**config.mk**
```make
export PLATFORM = sky130hd
export DESIGN_NAME = his_front
export DESIGN_NICKNAME = d
export VERILOG_FILES = /design/src/hw/rtl/his_pkg.sv /design/src/hw/rtl/his_front.sv
export SDC_FILE = /design/constraint.sdc
export NUM_CORES = 2
export LEC_CHECK = 0
export BUFFER_PORTS_ARGS = -buffer_cell sky130_fd_sc_hd__buf_4
export CAP_MARGIN = 25
export CORE_ASPECT_RATIO = 1.1
export CORE_MARGIN = 3
export CORE_UTILIZATION = 55
export DETAILED_ROUTE_END_ITERATION = 8
export GPL_TIMING_DRIVEN = 0
export PLACE_DENSITY = 0.76
export SYNTH_ARGS = -nofsm -noshare
export SYNTH_HDL_FRONTEND = slang
export SYNTH_SLANG_ARGS = --single-unit
```
**constraint.sdc**
```tcl
create_clock -name clk -period 12 [get_ports clk]
set_input_delay 1.2 -clock clk [delete_from_list [all_inputs] [get_ports clk]]
set_output_delay 1.2 -clock clk [all_outputs]
set_load 0.02 [all_outputs]
```
**src/hw/rtl/his_pkg.sv**
```systemverilog
// ----------------------------------------------------------------------------
// his_pkg
// Shared types and constants for the homography inlier scoring block.
// ----------------------------------------------------------------------------
package his_pkg;

  localparam int COORD_W    = 24;
  localparam int COEF_W     = 32;
  localparam int PROD_W     = COORD_W + COEF_W;   // one coefficient times one coordinate
  localparam int ACC_W      = PROD_W + 2;         // sum of two products and a constant
  localparam int FRAC_BITS  = 9;                  // eight result fraction bits plus a rounding bit
  localparam int DIVD_W     = ACC_W + FRAC_BITS;  // dividend width, numerator shifted up
  localparam int DIV_CNT_W  = 7;
  localparam int QMAG_W     = 49;                 // rounded quotient magnitude, up to 2^48
  localparam int ERR_W      = 48;
  localparam int TALLY_W    = 13;
  localparam int MAX_POINTS = 4096;
  localparam int TALLY_CAP  = (MAX_POINTS < 8191) ? MAX_POINTS : 8191;
  localparam int CFG_W      = 64;
  localparam int CFG_IDX_W  = 3;
  localparam int DIST_W     = 24;

  localparam logic [ERR_W-1:0] ERR_MAX = {ERR_W{1'b1}};
  localparam logic [ACC_W-1:0] W_ONE   = ACC_W'(64'd1 << 24);

  typedef enum logic [CFG_IDX_W-1:0] {
    CFG_COEF_H0_H1     = 3'd0,
    CFG_COEF_H2_H3     = 3'd1,
    CFG_COEF_H4_H5     = 3'd2,
    CFG_COEF_H6_H7     = 3'd3,
    CFG_INLIER_DISTANCE = 3'd4
  } cfg_idx_t;

  typedef struct packed {
    logic signed [COEF_W-1:0] h0;
    logic signed [COEF_W-1:0] h1;
    logic signed [COEF_W-1:0] h2;
    logic signed [COEF_W-1:0] h3;
    logic signed [COEF_W-1:0] h4;
    logic signed [COEF_W-1:0] h5;
    logic signed [COEF_W-1:0] h6;
    logic signed [COEF_W-1:0] h7;
  } coef_t;

  // projected sums of one correspondence, handed from front to back
  typedef struct packed {
    logic signed [ACC_W-1:0]   nu;
    logic signed [ACC_W-1:0]   nv;
    logic signed [ACC_W-1:0]   w;
    logic signed [COORD_W-1:0] img_x;
    logic signed [COORD_W-1:0] img_y;
    logic                      last_pair;
  } proj_t;

  typedef struct packed {
    logic [ERR_W-1:0]   sq_error;
    logic               is_inlier;
    logic [TALLY_W-1:0] inlier_total;
    logic               degenerate_map;
    logic               set_done;
  } result_t;

endpackage

```
**src/hw/rtl/his_front.sv**
```systemverilog
// ----------------------------------------------------------------------------
// his_front
// Takes one correspondence and forms w, nu and nv with one shared multiplier.
// ----------------------------------------------------------------------------
module his_front (
  input  logic                             clk,
  input  logic                             rst_n,
  input  his_pkg::coef_t                   coef,
  input  logic                             in_valid,
  output logic                             in_ready,
  input  logic signed [his_pkg::COORD_W-1:0] obj_x,
  input  logic signed [his_pkg::COORD_W-1:0] obj_y,
  input  logic signed [his_pkg::COORD_W-1:0] img_x,
  input  logic signed [his_pkg::COORD_W-1:0] img_y,
  input  logic                             last_pair,
  output logic                             push_valid,
  input  logic                             push_ready,
  output his_pkg::proj_t                   push_data
);

  localparam logic [2:0] STEP_PUSH = 3'd7;
  localparam logic [2:0] STEP_LAST_MUL = 3'd5;

  logic                              busy_r, busy_nxt;
  logic [2:0]                        step_r, step_nxt;
  logic signed [his_pkg::COORD_W-1:0] x_r, y_r, ix_r, iy_r;
  logic                              last_r;
  logic signed [his_pkg::PROD_W-1:0] prod_r, prod_nxt;
  logic signed [his_pkg::ACC_W-1:0]  w_r, nu_r, nv_r;
  logic signed [his_pkg::COEF_W-1:0] mul_a;
  logic signed [his_pkg::COORD_W-1:0] mul_b;
  logic signed [his_pkg::ACC_W-1:0]  prod_ext;
  logic                              accept;

  assign in_ready   = !busy_r;
  assign accept     = in_valid && in_ready;
  assign push_valid = busy_r && (step_r == STEP_PUSH);
  assign prod_ext   = his_pkg::ACC_W'(prod_r);

  // operand order: w terms, then nu terms, then nv terms
  always_comb begin
    case (step_r)
      3'd0: begin mul_a = coef.h6; mul_b = x_r; end
      3'd1: begin mul_a = coef.h7; mul_b = y_r; end
      3'd2: begin mul_a = coef.h0; mul_b = x_r; end
      3'd3: begin mul_a = coef.h1; mul_b = y_r; end
      3'd4: begin mul_a = coef.h3; mul_b = x_r; end
      3'd5: begin mul_a = coef.h4; mul_b = y_r; end
      default: begin mul_a = '0; mul_b = '0; end
    endcase
    prod_nxt = his_pkg::PROD_W'(mul_a * mul_b);
  end

  always_comb begin
    busy_nxt = busy_r;
    step_nxt = step_r;
    if (accept) begin
      busy_nxt = 1'b1;
      step_nxt = '0;
    end else if (busy_r) begin
      if (step_r == STEP_PUSH) begin
        if (push_ready) busy_nxt = 1'b0;
      end else begin
        step_nxt = step_r + 3'd1;
      end
    end
  end

  always_ff @(posedge clk) begin
    if (!rst_n) begin
      busy_r <= 1'b0;
      step_r <= '0;
    end else begin
      busy_r <= busy_nxt;
      step_r <= step_nxt;
    end
  end

  always_ff @(posedge clk) begin
    if (accept) begin
      x_r    <= obj_x;
      y_r    <= obj_y;
      ix_r   <= img_x;
      iy_r   <= img_y;
      last_r <= last_pair;
      w_r    <= his_pkg::W_ONE;
      nu_r   <= his_pkg::ACC_W'(coef.h2) <<< 8;
      nv_r   <= his_pkg::ACC_W'(coef.h5) <<< 8;
    end else if (busy_r && step_r != STEP_PUSH) begin
      if (step_r <= STEP_LAST_MUL) prod_r <= prod_nxt;
      case (step_r)
        3'd1, 3'd2: w_r  <= w_r + prod_ext;
        3'd3, 3'd4: nu_r <= nu_r + prod_ext;
        3'd5, 3'd6: nv_r <= nv_r + prod_ext;
        default: ;
      endcase
    end
  end

  always_comb begin
    push_data.nu        = nu_r;
    push_data.nv        = nv_r;
    push_data.w         = w_r;
    push_data.img_x     = ix_r;
    push_data.img_y     = iy_r;
    push_data.last_pair = last_r;
  end

endmodule

```
==> flow_metrics.env <==
export IMPL_drv_slew=0
export IMPL_antenna_found_initial=4
export IMPL_busiest_layer="met2"
export IMPL_worst_pin_slew_ns=1.453
export IMPL_die_h_um=318.3
export IMPL_min_delay_start="w_r[57]$_SDFFE_PP0P_"
export IMPL_cts_setup_buffers=0
export IMPL_htree_levels=2
export IMPL_drc=0
export IMPL_grtUsageTotal_pct=39.93
export IMPL_syn_inst=5402
export IMPL_cts_tree="yes"
export IMPL_use_met1_pct=45.87
export IMPL_met3_usage_pct=9.018
export IMPL_initial_core_util_pct=56.01
export IMPL_hold_path_end="w_r[57]$_SDFFE_PP0P_"
export IMPL_synth_area_per_cell_sq_um=9.029
export IMPL_max_stage_delay_ns=0.70
export IMPL_ys_ff_latch=331
export IMPL_cpMostUsedCell="fa_1"
export IMPL_ys_seq_area_share_pct=18.78
export IMPL_met2_usage_pct=64.49
export IMPL_layoutNonFillerInstCount=7233
export IMPL_dp_cells=7152
export IMPL_die_w_um=289.9
export IMPL_worst_r2r_endpoint="prod_r[55]$_DFFE_PP_"
export IMPL_ant_nets=0
export IMPL_synth_edf_count=253
export IMPL_grt_max_degree=68
export IMPL_r2r_cells=35
export IMPL_hold_path_class="reg2reg"
export IMPL_clockBufferDepth=3
export IMPL_gp_congestion=1.153
export IMPL_min_path_cells=1
export IMPL_syn_cell_area_sq_um=48780
export IMPL_layout_drive_gt1_share_pct=12.46
export IMPL_skew_ns=0.02507
export IMPL_hold_viol=0
export IMPL_syn2layout_area_growth_pct=15.18
export IMPL_cts_hold_buffers=0
export IMPL_dp_hpwl_mm=155.8
export IMPL_grt_pass1_vias=44970
export IMPL_path_max_fanout=10
export IMPL_period_minus_slack_ns=11.62
export IMPL_core_area_sq_um=87090
export IMPL_finalCritPeriodShare_pct=96.84
export IMPL_port_buffers=581
export IMPL_dieArea_sq_um=92300
export IMPL_drv_cap=0
export IMPL_synthDistinctLibCells=88
export IMPL_crit_type="reg2reg"
export IMPL_grt_first_pass_wirelength_mm=275.5
export IMPL_rsz0062_at_grt="no"
export IMPL_drt_total_wl_mm=185.7
export IMPL_synth_top_cell_area_share_pct=32.26
export IMPL_drt_pass1_iter_count=7
export IMPL_cts_root_buf="clkbuf_16"
export IMPL_yosysWarnings=0
export IMPL_vias=43520
export IMPL_rrSetupSlack_ns=0.38
export IMPL_synth_top_cell_by_area="fa_1"
export IMPL_fmax_mhz=86.05
export IMPL_avgViaCountPerCell=6.017
export IMPL_clk_pin_slew_ns=0.06
export IMPL_pin_count=582
export IMPL_max_slew_margin_pct=3.108
export IMPL_clkLatencyLatePin_ns=0.61
export IMPL_yosys_top_cells_area="fa_1 (32%), edfxtp_1 (16%), ha_1 (8.4%)"
export IMPL_cpMaxStageDelayCell="clkbuf_1"
export IMPL_seq_area_sq_um=9159
export IMPL_clock_sinks=331
export IMPL_critPathArrivalTime_ns=11.96
export IMPL_outcome="complete, no violations"
export IMPL_cp_required_ns=12.34
export IMPL_cts_buffers=39
export IMPL_fillerInstances=7479
export IMPL_dpl_worst_slack_ns=-0.3240
export IMPL_start_kind="flop"
export IMPL_wire_per_inst_um=25.67
export IMPL_crit_buf_inv=11
export IMPL_ys_async_sr_fraction_pct=0
export IMPL_r2r_start="step_r[0]$_SDFFE_PP0P_"
export IMPL_setup_tns_ns=0
export IMPL_num_rows=113
export IMPL_synth_nets=6873
export IMPL_grt_overflow=0
export IMPL_cp_end_kind="flop"
export IMPL_multi_input_area_sq_um=35370
export IMPL_crit_family="adder cells"
export IMPL_yosys_most_used_dff="edfxtp_1"
export IMPL_fin_ws_ns=0.3791
export IMPL_setup_viol=0
export IMPL_dr_first_iter_drc_count=4111
export IMPL_nets=7517
export IMPL_whs_ns=0.4679
## worst register-to-register path, delay by kind of cell (launching register included)
family	cells	cell delay [ns]
flops	1	0.33
compound gates	10	2.51
buf+inv	11	3.32
fa+ha+maj	9	4.45
simple gates	4	0.66
xor+xnor	1	0.11
## sequential cells by signal, summed over array words and instances, names as in the netlist
register	flops
nv_r	58
w_r	58
ix_r	24
iy_r	24
last_r	1
x_r	24
step_r	3
y_r	24
nu_r	58
busy_r	1
prod_r	56
## worst max path at each step
stage	from	end	slack (ns)	depth (start not counted)
global route	step_r[0]$_SDFFE_PP0P_	prod_r[55]$_DFFE_PP_	0.06	35
floorplan	step_r[0]$_SDFFE_PP0P_	prod_r[43]$_DFFE_PP_	3.28	36
finish	step_r[0]$_SDFFE_PP0P_	prod_r[55]$_DFFE_PP_	0.38	35
CTS	step_r[2]$_SDFFE_PP0P_	prod_r[53]$_DFFE_PP_	0.004	34
global placement	step_r[2]$_SDFFE_PP0P_	prod_r[53]$_DFFE_PP_	-0.17	32
detailed placement	step_r[2]$_SDFFE_PP0P_	prod_r[53]$_DFFE_PP_	-0.32	34
## synthesized netlist by cell type (19+ instances only)
library cell / count
o211ai_1: 19
nor2b_1: 24
buf_1: 26
a21o_1: 131
o21ai_0: 207
and3_1: 33
a22oi_1: 54
nand3_1: 79
xnor2_1: 112
inv_1: 894
a31oi_1: 22
dfxtp_1: 78
xor2_1: 84
o21ai_1: 27
o21bai_1: 29
nand2b_1: 42
a22o_1: 31
nand4_1: 32
fa_1: 786
o21a_1: 41
nand2_1: 802
a21oi_1: 294
ha_1: 328
clkbuf_1: 213
nor2_1: 406
nor3_1: 27
and2_1: 35
mux2_2: 36
a211oi_1: 37
edfxtp_1: 253
a221oi_1: 21
## timing repair
action                     4_1_cts  5_1_grt
hold endpoints to repair         0        0
resized for setup                1        7
setup endpoints to repair        7       18
cloned                           0        0
## layer usage
layer,part of all wire [%],wire [um]
met5,0,0
met2,46,84640
met1,34,63480
met3,10,18840
met4,10,18710
## logic make-up (layout without fill, tap and decap cells)
| kind of cell | after synthesis | count (layout) | share of synthesized area (%) |
|---|---|---|---|
| simple gates | 1545 | 1545 | 13.51 |
| buf+inv | 1143 | 1818 | 8.827 |
| fa+ha+maj | 1114 | 1114 | 40.67 |
| compound gates | 1029 | 1029 | 13.69 |
| flops | 331 | 331 | 18.78 |
| xor+xnor | 196 | 196 | 3.519 |
| mux | 44 | 44 | 0.9979 |
| other cells | 0 | 6 | 0 |
## cells in the final DEF, fill, tap and decap left out, types with 10 or more instances in the layout
master,n
nand2_1,800
ha_1,327
o21bai_1,29
a21oi_1,294
a221oi_1,16
nand3_1,79
xor2_1,84
o211ai_1,19
mux2_2,36
xnor2_1,112
fa_1,786
o21a_1,41
a21o_1,131
o31ai_1,10
nor3_1,27
a31oi_1,22
buf_1,26
o21ai_1,27
inv_1,893
nor2b_1,24
and3_1,33
buf_4,592
a211oi_1,37
a221o_1,12
and2_1,35
edfxtp_1,253
nand2b_1,42
a22oi_1,54
nor2_1,405
nand4_1,32
clkbuf_16,39
nand3b_1,10
or3_1,11
o21ai_0,207
dfxtp_1,78
a22o_1,31
clkbuf_1,220
## layout make-up
type / instances / share of cell area (%)
Tap cell: 1150 / 2.561
Buffer: 245 / 1.684
Clock inverter: 20 / 0.3986
Sequential cell: 331 / 16.30
Clock buffer: 52 / 1.842
Timing Repair Buffer: 605 / 8.247
Multi-Input combinational cell: 3928 / 62.95
Inverter: 896 / 5.993
Antenna cell: 6 / 0.02672
## through the flow
| step | util, % | cell area [sq um] |
|---|---|---|
| 2_1_floorplan | - | 48780 |
| 3_3_place_gp | 62.67 | 54580 |
| 3_5_place_dp | 62.96 | 54840 |
| 4_1_cts | 64.42 | 56100 |
| 5_1_grt | 64.49 | 56170 |
| 6_report | 64.51 | 56180 |
Power is not shown: default switching activity piles up to over one toggle a cycle in this logic, so the estimate is an artifact.
